`src/rtl/stgl_pkg.sv`:
```
// Shared types, constants and decode functions of the glyph layout block.
// No dependencies; the front, queue, back and top-level files import this package.
package stgl_pkg;

	localparam int SHEET_COLUMNS = 94;

	// decoupling queue
	localparam int QUEUE_DEPTH = 4;
	localparam int QPTR_W      = $clog2(QUEUE_DEPTH);
	localparam int QCNT_W      = QPTR_W + 1;

	// configuration register indexes
	localparam logic REG_LINE_LIMIT   = 1'b0;
	localparam logic REG_NEWLINE_CODE = 1'b1;

	localparam logic [7:0] LIMIT_RESET   = 8'd128;
	localparam logic [7:0] NEWLINE_RESET = 8'd36;
	localparam logic [7:0] LIMIT_MIN     = 8'd8;
	localparam logic [7:0] LIMIT_MAX     = 8'd128;
	localparam logic [7:0] GLYPH_ADV     = 8'd8;
	localparam logic [7:0] SPACE_ADV     = 8'd4;

	// input command codes
	localparam logic CMD_START = 1'b0;
	localparam logic CMD_TEXT  = 1'b1;

	// result kinds
	localparam logic KIND_GLYPH = 1'b0;
	localparam logic KIND_END   = 1'b1;

	// character classes
	localparam logic [7:0] CH_SPACE  = 8'h20;
	localparam logic [7:0] CH_0      = 8'h30;
	localparam logic [7:0] CH_9      = 8'h39;
	localparam logic [7:0] CH_UA     = 8'h41;
	localparam logic [7:0] CH_UZ     = 8'h5A;
	localparam logic [7:0] CH_LA     = 8'h61;
	localparam logic [7:0] CH_LZ     = 8'h7A;
	localparam logic [7:0] LEAD1_LO  = 8'h81;
	localparam logic [7:0] LEAD1_HI  = 8'h9F;
	localparam logic [7:0] LEAD2_LO  = 8'hE0;
	localparam logic [7:0] LEAD2_HI  = 8'hFC;
	localparam logic [7:0] TRAIL_LO  = 8'h40;
	localparam logic [7:0] TRAIL_HI  = 8'hFC;

	// glyph index bases for single-byte characters (two sheet rows in)
	localparam int IDX_W = 15;
	localparam logic [IDX_W-1:0] IDX_DIGIT = IDX_W'(SHEET_COLUMNS * 2 + 16);
	localparam logic [IDX_W-1:0] IDX_UPPER = IDX_W'(SHEET_COLUMNS * 2 + 33);
	localparam logic [IDX_W-1:0] IDX_LOWER = IDX_W'(SHEET_COLUMNS * 2 + 65);

	// two-byte code boundaries
	localparam logic [15:0] SJ_ROW84   = 16'h8440;
	localparam logic [15:0] SJ_ROW83   = 16'h8340;
	localparam logic [15:0] SJ_ROW83_H = 16'h837F;
	localparam logic [15:0] SJ_ROW82_H = 16'h8280;
	localparam logic [15:0] SJ_ROW82   = 16'h8240;
	localparam logic [15:0] SJ_ROW81_H = 16'h817F;
	localparam logic [15:0] SJ_ROW81   = 16'h8140;

	// divide by the sheet width: q = (idx * DIV_MULT) >> DIV_SHIFT, exact below 2**15
	localparam int DIV_SHIFT = 22;
	localparam logic [15:0] DIV_MULT = 16'((2 ** DIV_SHIFT + SHEET_COLUMNS - 1) / SHEET_COLUMNS);
	localparam int QUO_W = 9;
	localparam int REM_W = 7;

	// back-end operation codes
	localparam logic [2:0] OP_START   = 3'd0;
	localparam logic [2:0] OP_NEWLINE = 3'd1;
	localparam logic [2:0] OP_SPACE   = 3'd2;
	localparam logic [2:0] OP_LEAD    = 3'd3;
	localparam logic [2:0] OP_GLYPH   = 3'd4;
	localparam logic [2:0] OP_END     = 3'd5;

	typedef struct packed {
		logic [2:0]       op;
		logic             wrap;  // run the line wrap test first
		logic [IDX_W-1:0] idx;
		logic [6:0]       sx;
		logic [15:0]      sy;
	} stgl_op_t;

	function automatic logic [7:0] eff_limit(input logic [7:0] lim);
		if (lim < LIMIT_MIN) return LIMIT_MIN;
		if (lim > LIMIT_MAX) return LIMIT_MAX;
		return lim;
	endfunction

	function automatic logic [15:0] add8_sat(input logic [15:0] y);
		logic [16:0] s;
		s = {1'b0, y} + 17'(GLYPH_ADV);
		return s[16] ? 16'hFFFF : s[15:0];
	endfunction

	function automatic logic [IDX_W-1:0] pair_index(input logic [7:0] lead,
			input logic [7:0] trail);
		logic [15:0] code;
		logic [16:0] v;
		code = {lead, trail};
		if (code >= SJ_ROW84)
			v = {1'b0, code - SJ_ROW84} + 17'(16 * 36);
		else if (code >= SJ_ROW83_H)
			v = {1'b0, code - SJ_ROW83} + 17'(16 * 24 - 8);
		else if (code >= SJ_ROW83)
			v = {1'b0, code - SJ_ROW83} + 17'(16 * 24 - 7);
		else if (code >= SJ_ROW82_H)
			v = {1'b0, code - SJ_ROW82} + 17'(16 * 12 - 4);
		else if (code >= SJ_ROW82)
			v = {1'b0, code - SJ_ROW82} + 17'(16 * 12 - 3);
		else if (code >= SJ_ROW81_H)
			v = {1'b0, code - SJ_ROW81};
		else
			v = {1'b0, code - SJ_ROW81} + 17'd1;
		return v[IDX_W-1:0];
	endfunction

endpackage

```
`src/rtl/stgl_item_if.sv`:
```
// Input channel of the glyph layout block: valid/ready plus one text item.
// Depends on nothing.
interface stgl_item_if;
	logic        valid;
	logic        ready;
	logic        cmd;
	logic [7:0]  text_byte;
	logic [6:0]  start_x;
	logic [15:0] start_y;

	modport source(output valid, cmd, text_byte, start_x, start_y, input ready);
	modport sink(input valid, cmd, text_byte, start_x, start_y, output ready);
endinterface

```
`src/rtl/stgl_result_if.sv`:
```
// Output channel of the glyph layout block: valid/ready plus one placement result.
// Depends on nothing.
interface stgl_result_if;
	logic               valid;
	logic               ready;
	logic               kind;
	logic [6:0]         dest_x;
	logic [15:0]        dest_y;
	logic signed [10:0] src_x;
	logic [11:0]        src_y;

	modport source(output valid, kind, dest_x, dest_y, src_x, src_y, input ready);
	modport sink(input valid, kind, dest_x, dest_y, src_x, src_y, output ready);
endinterface

```
`src/rtl/stgl_front.sv`:
```
// Front end: accepts text items, tracks string and lead-byte state, classifies each byte.
// Depends on stgl_pkg and stgl_item_if.
module stgl_front (
	input  logic               clk,
	input  logic               arst_n,
	input  logic [7:0]         line_limit,
	input  logic [7:0]         newline_code,
	stgl_item_if.sink          item,
	output logic               push_valid,
	input  logic               push_ready,
	output stgl_pkg::stgl_op_t push_op
);
	import stgl_pkg::*;

	logic       active_q;
	logic       lead_pending_q;
	logic [7:0] held_lead_q;
	logic       active_d;
	logic       lead_pending_d;
	logic [7:0] held_lead_d;

	logic [7:0] lim;
	logic [7:0] room;
	logic [6:0] sx_clamped;
	logic [7:0] c;
	logic       is_digit, is_upper, is_lower, is_lead, trail_ok;
	logic       accepted;

	assign lim        = eff_limit(line_limit);
	assign room       = lim - GLYPH_ADV;
	assign sx_clamped = ({1'b0, item.start_x} > room) ? room[6:0] : item.start_x;

	assign c        = item.text_byte;
	assign is_digit = (c >= CH_0) && (c <= CH_9);
	assign is_upper = (c >= CH_UA) && (c <= CH_UZ);
	assign is_lower = (c >= CH_LA) && (c <= CH_LZ);
	assign is_lead  = ((c >= LEAD1_LO) && (c <= LEAD1_HI)) ||
		((c >= LEAD2_LO) && (c <= LEAD2_HI));
	assign trail_ok = (c >= TRAIL_LO) && (c <= TRAIL_HI);

	assign item.ready = push_ready;
	assign accepted   = item.valid && push_ready;
	// text while no string is open is consumed without a queue entry
	assign push_valid = item.valid && ((item.cmd == CMD_START) || active_q);

	always_comb begin
		push_op        = '0;
		push_op.op     = OP_END;
		push_op.sx     = sx_clamped;
		push_op.sy     = item.start_y;
		active_d       = active_q;
		lead_pending_d = lead_pending_q;
		held_lead_d    = held_lead_q;
		if (item.cmd == CMD_START) begin
			push_op.op     = OP_START;
			active_d       = 1'b1;
			lead_pending_d = 1'b0;
			held_lead_d    = '0;
		end else if (active_q) begin
			if (lead_pending_q) begin
				lead_pending_d = 1'b0;
				held_lead_d    = '0;
				if (trail_ok) begin
					push_op.op  = OP_GLYPH;
					push_op.idx = pair_index(held_lead_q, c);
				end else begin
					push_op.op = OP_END;
					active_d   = 1'b0;
				end
			end else if (c == newline_code) begin
				push_op.op = OP_NEWLINE;
			end else begin
				push_op.wrap = 1'b1;
				if (c == CH_SPACE) begin
					push_op.op = OP_SPACE;
				end else if (is_digit) begin
					push_op.op  = OP_GLYPH;
					push_op.idx = IDX_DIGIT + {7'd0, c - CH_0};
				end else if (is_upper) begin
					push_op.op  = OP_GLYPH;
					push_op.idx = IDX_UPPER + {7'd0, c - CH_UA};
				end else if (is_lower) begin
					push_op.op  = OP_GLYPH;
					push_op.idx = IDX_LOWER + {7'd0, c - CH_LA};
				end else if (is_lead) begin
					push_op.op     = OP_LEAD;
					lead_pending_d = 1'b1;
					held_lead_d    = c;
				end else begin
					push_op.op = OP_END;
					active_d   = 1'b0;
				end
			end
		end
	end

	always_ff @(posedge clk or negedge arst_n) begin
		if (!arst_n) begin
			active_q       <= 1'b0;
			lead_pending_q <= 1'b0;
			held_lead_q    <= '0;
		end else if (accepted) begin
			active_q       <= active_d;
			lead_pending_q <= lead_pending_d;
			held_lead_q    <= held_lead_d;
		end
	end

endmodule

```
`src/rtl/stgl_queue.sv`:
```
// Short FIFO of classified operations between front and back end.
// Depends on stgl_pkg.
module stgl_queue (
	input  logic               clk,
	input  logic               arst_n,
	input  logic               push_valid,
	output logic               push_ready,
	input  stgl_pkg::stgl_op_t push_op,
	output logic               pop_valid,
	input  logic               pop_ready,
	output stgl_pkg::stgl_op_t pop_op
);
	import stgl_pkg::*;

	stgl_op_t          entry_q [QUEUE_DEPTH];
	logic [QPTR_W-1:0] wr_ptr_q;
	logic [QPTR_W-1:0] rd_ptr_q;
	logic [QCNT_W-1:0] count_q;
	logic              do_push, do_pop;

	assign push_ready = (count_q != QCNT_W'(QUEUE_DEPTH));
	assign pop_valid  = (count_q != '0);
	assign pop_op     = entry_q[rd_ptr_q];
	assign do_push    = push_valid && push_ready;
	assign do_pop     = pop_valid && pop_ready;

	always_ff @(posedge clk) begin
		if (do_push)
			entry_q[wr_ptr_q] <= push_op;
	end

	always_ff @(posedge clk or negedge arst_n) begin
		if (!arst_n) begin
			wr_ptr_q <= '0;
			rd_ptr_q <= '0;
			count_q  <= '0;
		end else begin
			if (do_push)
				wr_ptr_q <= wr_ptr_q + 1'b1;
			if (do_pop)
				rd_ptr_q <= rd_ptr_q + 1'b1;
			case ({do_push, do_pop})
				2'b10:   count_q <= count_q + 1'b1;
				2'b01:   count_q <= count_q - 1'b1;
				default: count_q <= count_q;
			endcase
		end
	end

endmodule

```
`src/rtl/stgl_back.sv`:
```
// Back end: owns the cursor, applies wrap/newline/advance, forms results in an output register.
// Depends on stgl_pkg and stgl_result_if.
module stgl_back (
	input  logic               clk,
	input  logic               arst_n,
	input  logic [7:0]         line_limit,
	input  logic               pop_valid,
	output logic               pop_ready,
	input  stgl_pkg::stgl_op_t pop_op,
	stgl_result_if.source      result
);
	import stgl_pkg::*;

	logic [7:0]  cursor_x_q;
	logic [15:0] cursor_y_q;
	logic [6:0]  line_start_q;

	logic               out_valid_q;
	logic               kind_q;
	logic [6:0]         dest_x_q;
	logic [15:0]        dest_y_q;
	logic signed [10:0] src_x_q;
	logic [11:0]        src_y_q;

	logic [7:0]  lim;
	logic        makes_result, out_free, fire, do_wrap;
	logic [7:0]  x0;
	logic [15:0] y0;

	// sheet row/column of the glyph
	logic [IDX_W+15:0]  prod;
	logic [QUO_W-1:0]   quo;
	logic [IDX_W-1:0]   quo_ext, quo94, rem_full;
	logic [REM_W-1:0]   rem;
	logic signed [10:0] sx_sheet;
	logic [11:0]        sy_sheet;

	assign lim          = eff_limit(line_limit);
	assign makes_result = (pop_op.op == OP_GLYPH) || (pop_op.op == OP_END);
	assign out_free     = !out_valid_q || result.ready;
	assign pop_ready    = !makes_result || out_free;
	assign fire         = pop_valid && pop_ready;

	assign do_wrap = pop_op.wrap && (({1'b0, cursor_x_q} + 9'(GLYPH_ADV)) > {1'b0, lim});
	assign x0      = do_wrap ? {1'b0, line_start_q} : cursor_x_q;
	assign y0      = do_wrap ? add8_sat(cursor_y_q) : cursor_y_q;

	assign prod     = {16'd0, pop_op.idx} * {{IDX_W{1'b0}}, DIV_MULT};
	assign quo      = prod[DIV_SHIFT +: QUO_W];
	assign quo_ext  = IDX_W'(quo);
	assign quo94    = (quo_ext << 6) + (quo_ext << 5) - (quo_ext << 1);
	assign rem_full = pop_op.idx - quo94;
	assign rem      = rem_full[REM_W-1:0];
	assign sx_sheet = ($signed({4'd0, rem}) - 11'sd1) <<< 3;
	assign sy_sheet = {quo, 3'd0};

	always_ff @(posedge clk or negedge arst_n) begin
		if (!arst_n) begin
			cursor_x_q   <= '0;
			cursor_y_q   <= '0;
			line_start_q <= '0;
		end else if (fire) begin
			case (pop_op.op)
				OP_START: begin
					line_start_q <= pop_op.sx;
					cursor_x_q   <= {1'b0, pop_op.sx};
					cursor_y_q   <= pop_op.sy;
				end
				OP_NEWLINE: begin
					cursor_x_q <= {1'b0, line_start_q};
					cursor_y_q <= add8_sat(cursor_y_q);
				end
				OP_SPACE: begin
					cursor_x_q <= x0 + SPACE_ADV;
					cursor_y_q <= y0;
				end
				OP_GLYPH: begin
					cursor_x_q <= x0 + GLYPH_ADV;
					cursor_y_q <= y0;
				end
				default: begin
					cursor_x_q <= x0;
					cursor_y_q <= y0;
				end
			endcase
		end
	end

	always_ff @(posedge clk or negedge arst_n) begin
		if (!arst_n)
			out_valid_q <= 1'b0;
		else if (fire && makes_result)
			out_valid_q <= 1'b1;
		else if (result.ready)
			out_valid_q <= 1'b0;
	end

	always_ff @(posedge clk) begin
		if (fire && makes_result) begin
			dest_y_q <= y0;
			if (pop_op.op == OP_GLYPH) begin
				kind_q   <= KIND_GLYPH;
				dest_x_q <= x0[6:0];
				src_x_q  <= sx_sheet;
				src_y_q  <= sy_sheet;
			end else begin
				kind_q   <= KIND_END;
				dest_x_q <= '0;
				src_x_q  <= '0;
				src_y_q  <= '0;
			end
		end
	end

	assign result.valid  = out_valid_q;
	assign result.kind   = kind_q;
	assign result.dest_x = dest_x_q;
	assign result.dest_y = dest_y_q;
	assign result.src_x  = src_x_q;
	assign result.src_y  = src_y_q;

endmodule

```
`src/rtl/sjis_text_glyph_layout_core.sv`:
```
// Shift-JIS/ASCII text glyph layout for an 8x8 font sheet, top level.
// An item's operation is written into a queue entry when the item transfers; the back
// end then pops it and loads the result into the output register.
// Throughput: one item per cycle when the queue has room and the result is not stalled.
// Reset (arst_n low, asynchronous): queue empty, no string open, cursor at zero,
// line_limit 128 and newline_code 36.
module sjis_text_glyph_layout_core (
	input  logic          clk,
	input  logic          arst_n,
	input  logic          cfg_we,
	input  logic          cfg_index,
	input  logic [7:0]    cfg_data,
	stgl_item_if.sink     item,
	stgl_result_if.source result
);
	import stgl_pkg::*;

	// Configuration registers. The user must write them only while the block is idle;
	// the block does not enforce this. The front and back read them live, no shadow copy.
	logic [7:0] line_limit_q;
	logic [7:0] newline_code_q;

	always_ff @(posedge clk or negedge arst_n) begin
		if (!arst_n) begin
			line_limit_q   <= LIMIT_RESET;
			newline_code_q <= NEWLINE_RESET;
		end else if (cfg_we) begin
			case (cfg_index)
				REG_LINE_LIMIT:   line_limit_q   <= cfg_data;
				REG_NEWLINE_CODE: newline_code_q <= cfg_data;
				default:          line_limit_q   <= line_limit_q;
			endcase
		end
	end

	// Front -> queue: one classified operation per transfer. The front keeps the
	// string-open and held-lead state, which depends only on the byte stream, so
	// classification never waits on the cursor.
	logic     fq_valid, fq_ready;
	stgl_op_t fq_op;

	// Queue -> back: the back pops non-result ops freely and result ops only
	// when the output register is free or being emptied.
	logic     qb_valid, qb_ready;
	stgl_op_t qb_op;

	stgl_front u_front (
		.clk          (clk),
		.arst_n       (arst_n),
		.line_limit   (line_limit_q),
		.newline_code (newline_code_q),
		.item         (item),
		.push_valid   (fq_valid),
		.push_ready   (fq_ready),
		.push_op      (fq_op)
	);

	stgl_queue u_queue (
		.clk        (clk),
		.arst_n     (arst_n),
		.push_valid (fq_valid),
		.push_ready (fq_ready),
		.push_op    (fq_op),
		.pop_valid  (qb_valid),
		.pop_ready  (qb_ready),
		.pop_op     (qb_op)
	);

	// Back end: wrap test, cursor update, divide-by-sheet-width and the
	// registered result, which holds while the downstream stalls.
	stgl_back u_back (
		.clk        (clk),
		.arst_n     (arst_n),
		.line_limit (line_limit_q),
		.pop_valid  (qb_valid),
		.pop_ready  (qb_ready),
		.pop_op     (qb_op),
		.result     (result)
	);

endmodule

```
`src/flat_wrapper.sv`:
```
// flat-port wrapper written by rule: the top's interface ports become plain ports
module sjis_text_glyph_layout_core_flat import stgl_pkg::*;
  (clk, arst_n, cfg_we, cfg_index, cfg_data, item_valid, item_cmd, item_text_byte, item_start_x, item_start_y, item_ready, result_valid, result_kind, result_dest_x, result_dest_y, result_src_x, result_src_y, result_ready);
  stgl_item_if item_i ();
  stgl_result_if result_i ();
  input  logic clk;
  input  logic arst_n;
  input  logic cfg_we;
  input  logic cfg_index;
  input  logic [7:0] cfg_data;
  input wire logic [$bits(item_i.valid)-1:0] item_valid;
  input wire logic [$bits(item_i.cmd)-1:0] item_cmd;
  input wire logic [$bits(item_i.text_byte)-1:0] item_text_byte;
  input wire logic [$bits(item_i.start_x)-1:0] item_start_x;
  input wire logic [$bits(item_i.start_y)-1:0] item_start_y;
  output wire logic [$bits(item_i.ready)-1:0] item_ready;
  output wire logic [$bits(result_i.valid)-1:0] result_valid;
  output wire logic [$bits(result_i.kind)-1:0] result_kind;
  output wire logic [$bits(result_i.dest_x)-1:0] result_dest_x;
  output wire logic [$bits(result_i.dest_y)-1:0] result_dest_y;
  output wire logic [$bits(result_i.src_x)-1:0] result_src_x;
  output wire logic [$bits(result_i.src_y)-1:0] result_src_y;
  input wire logic [$bits(result_i.ready)-1:0] result_ready;
  assign item_i.valid = item_valid;
  assign item_i.cmd = item_cmd;
  assign item_i.text_byte = item_text_byte;
  assign item_i.start_x = item_start_x;
  assign item_i.start_y = item_start_y;
  assign item_ready = item_i.ready;
  assign result_valid = result_i.valid;
  assign result_kind = result_i.kind;
  assign result_dest_x = result_i.dest_x;
  assign result_dest_y = result_i.dest_y;
  assign result_src_x = result_i.src_x;
  assign result_src_y = result_i.src_y;
  assign result_i.ready = result_ready;
  sjis_text_glyph_layout_core u_core (.clk(clk), .arst_n(arst_n), .cfg_we(cfg_we), .cfg_index(cfg_index), .cfg_data(cfg_data), .item(item_i), .result(result_i));
endmodule
```
`config.mk`:
```
export PLATFORM = sky130hd
export DESIGN_NAME = sjis_text_glyph_layout_core_flat
export DESIGN_NICKNAME = d
export VERILOG_FILES = /design/src/rtl/stgl_pkg.sv /design/src/rtl/stgl_item_if.sv /design/src/rtl/stgl_result_if.sv /design/src/rtl/stgl_front.sv /design/src/rtl/stgl_queue.sv /design/src/rtl/stgl_back.sv /design/src/rtl/sjis_text_glyph_layout_core.sv /design/src/flat_wrapper.sv
export SDC_FILE = /design/constraint.sdc
export NUM_CORES = 1
export LEC_CHECK = 0
export ABC_AREA = 1
export BUFFER_PORTS_ARGS = -buffer_cell sky130_fd_sc_hd__buf_2
export CORE_ASPECT_RATIO = 0.8
export CORE_MARGIN = 2
export CORE_UTILIZATION = 55
export DETAILED_ROUTE_END_ITERATION = 16
export GPL_TIMING_DRIVEN = 0
export PLACE_DENSITY_LB_ADDON = 0.3
export SLEW_MARGIN = 20
export SYNTH_ARGS = -nofsm -noshare
export SYNTH_HDL_FRONTEND = slang
export SYNTH_HIERARCHICAL = 1
export SYNTH_SLANG_ARGS = --single-unit
```
`constraint.sdc`:
```
create_clock -name clk -period 11.8 [get_ports clk]
set_input_delay 0.59 -clock clk [delete_from_list [all_inputs] [get_ports clk]]
set_output_delay 0.59 -clock clk [all_outputs]
set_load 0.02 [all_outputs]
```
==> impl_results.md <==
* Yosys warning count at 6
* Most common cell in the netlist: nand2_1
* First-pass GRT wire length at 93300 um
* Most common cell on crit path: inv_1
* Shortest period the worst path allows at 8400 ps
* Ant. Diodes at 0
* Syn Inst Count at 2549
* R2R Path End: u_core/u_back/result.src_x[9]$_SDFFCE_PN0P_
* Ys flop type: edfxtp_1
* Setup slack after layout at about 3400 ps
* CTS H-tree lvls at 1
* Detail Placement HPWL at 45100 um
* Reg2Reg Depth at 40
* Max frequency at 119 MHz
* Routed wire length at slightly below 60000 um
* Number of synthesized flops with an enable pin at 209
* Worst-path clk slew at 70 ps
* Post-DRT Antenna Nets at 0
* Iter 0 DRT Violations at ~1500
* Setup TNS at 0 ps
* Antenna violations before repair at 0
* DRC errors left at 0
* Vias per Instance at 5.63
* Ranking of synthesized cells by area: edfxtp_1 29%, ha_1 11%, nand2_1 11%
* Starting Density at 55.5%
* Worst setup SP type: register
* Average size of a mapped cell at between 8 and 9 um^2
* Final hold vios at 0
* Root buffer cell: clkbuf_16
* Slowest cell delay on critical path at 610 ps
* Largest net degree at the start of global routing at 53
* Post-synth top area share at 28.8%
* Via count at roughly 18000
* Clock Sinks at 274
* Die width at 227 um
* Share of layout cells above drive strength 1 at 13.3%
* Hold path startpoint: item_start_y[7]
* Final slew viol count at 0
* Fraction of the yosys area taken by sequential cells at 36.3%
* Headroom to the max-slew limit at roughly 40%
* Die Ht at ~180 um
* Worst path slowest cell: fa_1
* First-pass DRT Iterations at 8
* Setup repair bufs after CTS at 0
* Crit path from: u_core/u_queue/rd_ptr_q[1]$_DFFE_PN0P_
* WL/cell at 18.1 um
* Critical path arrival at roughly 8700 ps
* Clock buffer depth at 3
* I/O pins at between 90 and 100
* Die Area at 41300 um^2
* Final setup viols at 0
* CP endpoint: u_core/u_back/result.src_x[9]$_SDFFCE_PN0P_
* Routability congestion estimate at roughly 0.97
* Vias in the first global route at 17900
* Nets at around 3000
* CTS Buf Count at 28
* Core ar. at roughly 39000 um^2
* Skew-Pair Late Insertion Delay at roughly 550 ps
* Post-Synthesis Cell Area at approximately 22000 um^2
* Crit path kind: register to register
* Critical path capture point type: register
* Post-CTS sizing at 0
* Async SR Flop Fraction at 23.7%
* Setup Skew at 13.5 ps
* WP data required at roughly 12000 ps
* R2R setup slack at between 3000 and 4000 ps
* RSZ-0062 raised after global routing: no
* Area leader, netlist: edfxtp_1
* Max-Cap Viols at 0
* Final Cycle Share at 71.2%
* Global route total overflow at 0
* Synth-to-layout area growth at 9.91%
* Post-synthesis cell type count at 67
* Slew @ Worst Pin at 901 ps
* PortBufs at 70
* Cell row count at 65
* Dpl ws at approximately 3400 ps
* Critical path fanouts, max at 10
* Cells on Worst Hold Path at 1
* CTS tree: built
* Status: finished clean
* Worst min path class: primary input to register
* Synth Register Bits at between 200 and 300
* R2r startpoint: u_core/u_queue/rd_ptr_q[1]$_DFFE_PN0P_
* Overall Global Routing Usage at 28.6%
* Most frequent cells after synthesis: 624 x nand2_1, 381 x inv_1, 209 x edfxtp_1
stage by stage:
stage,cells,area [um^2],util (%),hold slack (ps)
2_1_floorplan,2554,21800,-,294
3_3_place_gp,3160,22800,58.1,465
3_5_place_dp,3167,23000,58.7,466
4_1_cts,3220,24000,61.0,216
5_1_grt,3220,24000,61.0,227
6_report,3220,24000,61.0,239
area by class of cell:
type	instances	area (um^2)
fillers	3392	15300
multi-input cells	1776	11700
flip-flops and latches	274	7910
inverters	410	1550
clock buffers	46	866
plain buffers	94	706
well taps	536	671
repair buffers	78	533
clock inverters	6	41.3
layout by cell type (no fill, tap or decap), types with 6 or more instances in the layout:
cell type / netlist / layout
a21o_1: 6 / 6
a21oi_1: 107 / 107
a21oi_2: 13 / 13
a31oi_1: 9 / 9
a32oi_1: 13 / 13
buf_2: 20 / 89
buf_4: 34 / 35
buf_6: 21 / 21
clkbuf_1: 14 / 25
clkbuf_16: 0 / 31
conb_1: 1 / 6
dfrtp_1: 62 / 62
edfxtp_1: 209 / 209
fa_1: 78 / 78
ha_1: 192 / 192
inv_1: 381 / 380
inv_2: 25 / 26
nand2_1: 624 / 624
nand2_2: 14 / 14
nand3_1: 146 / 146
nand3b_1: 8 / 8
nand4_1: 39 / 39
nor2_1: 158 / 154
nor2_2: 19 / 19
nor2_4: 5 / 9
nor3_1: 12 / 12
o211ai_1: 63 / 63
o211ai_2: 33 / 33
o21ai_0: 77 / 77
o21ai_1: 25 / 25
o21ai_2: 6 / 6
or2_2: 16 / 16
xnor2_1: 12 / 12
xor2_1: 40 / 40
worst min-delay path by stage:
stage          slack, ps                                       to
2_1_floorplan        290       u_core/line_limit_q[0]$_DFFE_PN0P_
3_3_place_gp         460     u_core/newline_code_q[2]$_DFFE_PN1P_
3_5_place_dp         470  u_core/u_back/cursor_y_q[7]$_DFFE_PN0P_
4_1_cts              220  u_core/u_queue/entry_q[0][10]$_DFFE_PP_
5_1_grt              230  u_core/u_queue/entry_q[0][10]$_DFFE_PP_
6_report             240   u_core/u_queue/entry_q[0][7]$_DFFE_PP_
cell families (layout without fill, tap and decap cells):
kind of cell	after synthesis	after routing	share of synthesized area [%]
XOR/XNOR	55	55	2.31
flip-flops	274	274	36.3
AND/OR/NAND/NOR	1058	1058	20.8
other	1	6	0.0172
AO/OA/AOI/OAI	386	386	12.0
adder cells (fa/ha/maj)	270	270	18.2
multiplexers	1	1	0.0517
buffers and inverters	504	634	10.4
flip-flops by register name (all words and copies together), names as in the netlist, 7 cells and up:
register	count
u_core/u_back/result.src_x	8
u_core/u_front/held_lead_q	8
u_core/u_back/result.dest_y	16
u_core/u_back/line_start_q	7
u_core/u_back/result.src_y	9
u_core/u_back/result.dest_x	7
u_core/u_queue/entry_q	168
u_core/line_limit_q	8
u_core/u_back/cursor_y_q	16
u_core/newline_code_q	8
u_core/u_back/cursor_x_q	8
repair_timing:
item                                    CTS  global route
hold endpoints to repair                 13             0
hold buffers                              1             0
endpoints found under the setup margin    0             0
metal layers:
metal  routed length [um]  share of wire [%]  global-route usage [%]  vias to the layer above
met5                    0                  0                       0                        -
met1                26300                 45                    41.4                     8607
met4                  936                1.6                    5.84                        0
met2                26100                 45                    45.4                      799
met3                 4960                8.5                    4.75                       81
li1                     -                  -                       -                     8628
worst max-delay path: cells and delay by family (launching register included):
kind / cells / cell delay (ps)
compound gates: 5 / 970
simple gates: 13 / 1510
buf+inv: 12 / 1310
fa+ha+maj: 9 / 3710
flops: 1 / 350
xor+xnor: 1 / 280
Power is not shown: default switching activity piles up to over one toggle a cycle in this logic, so the estimate is an artifact.
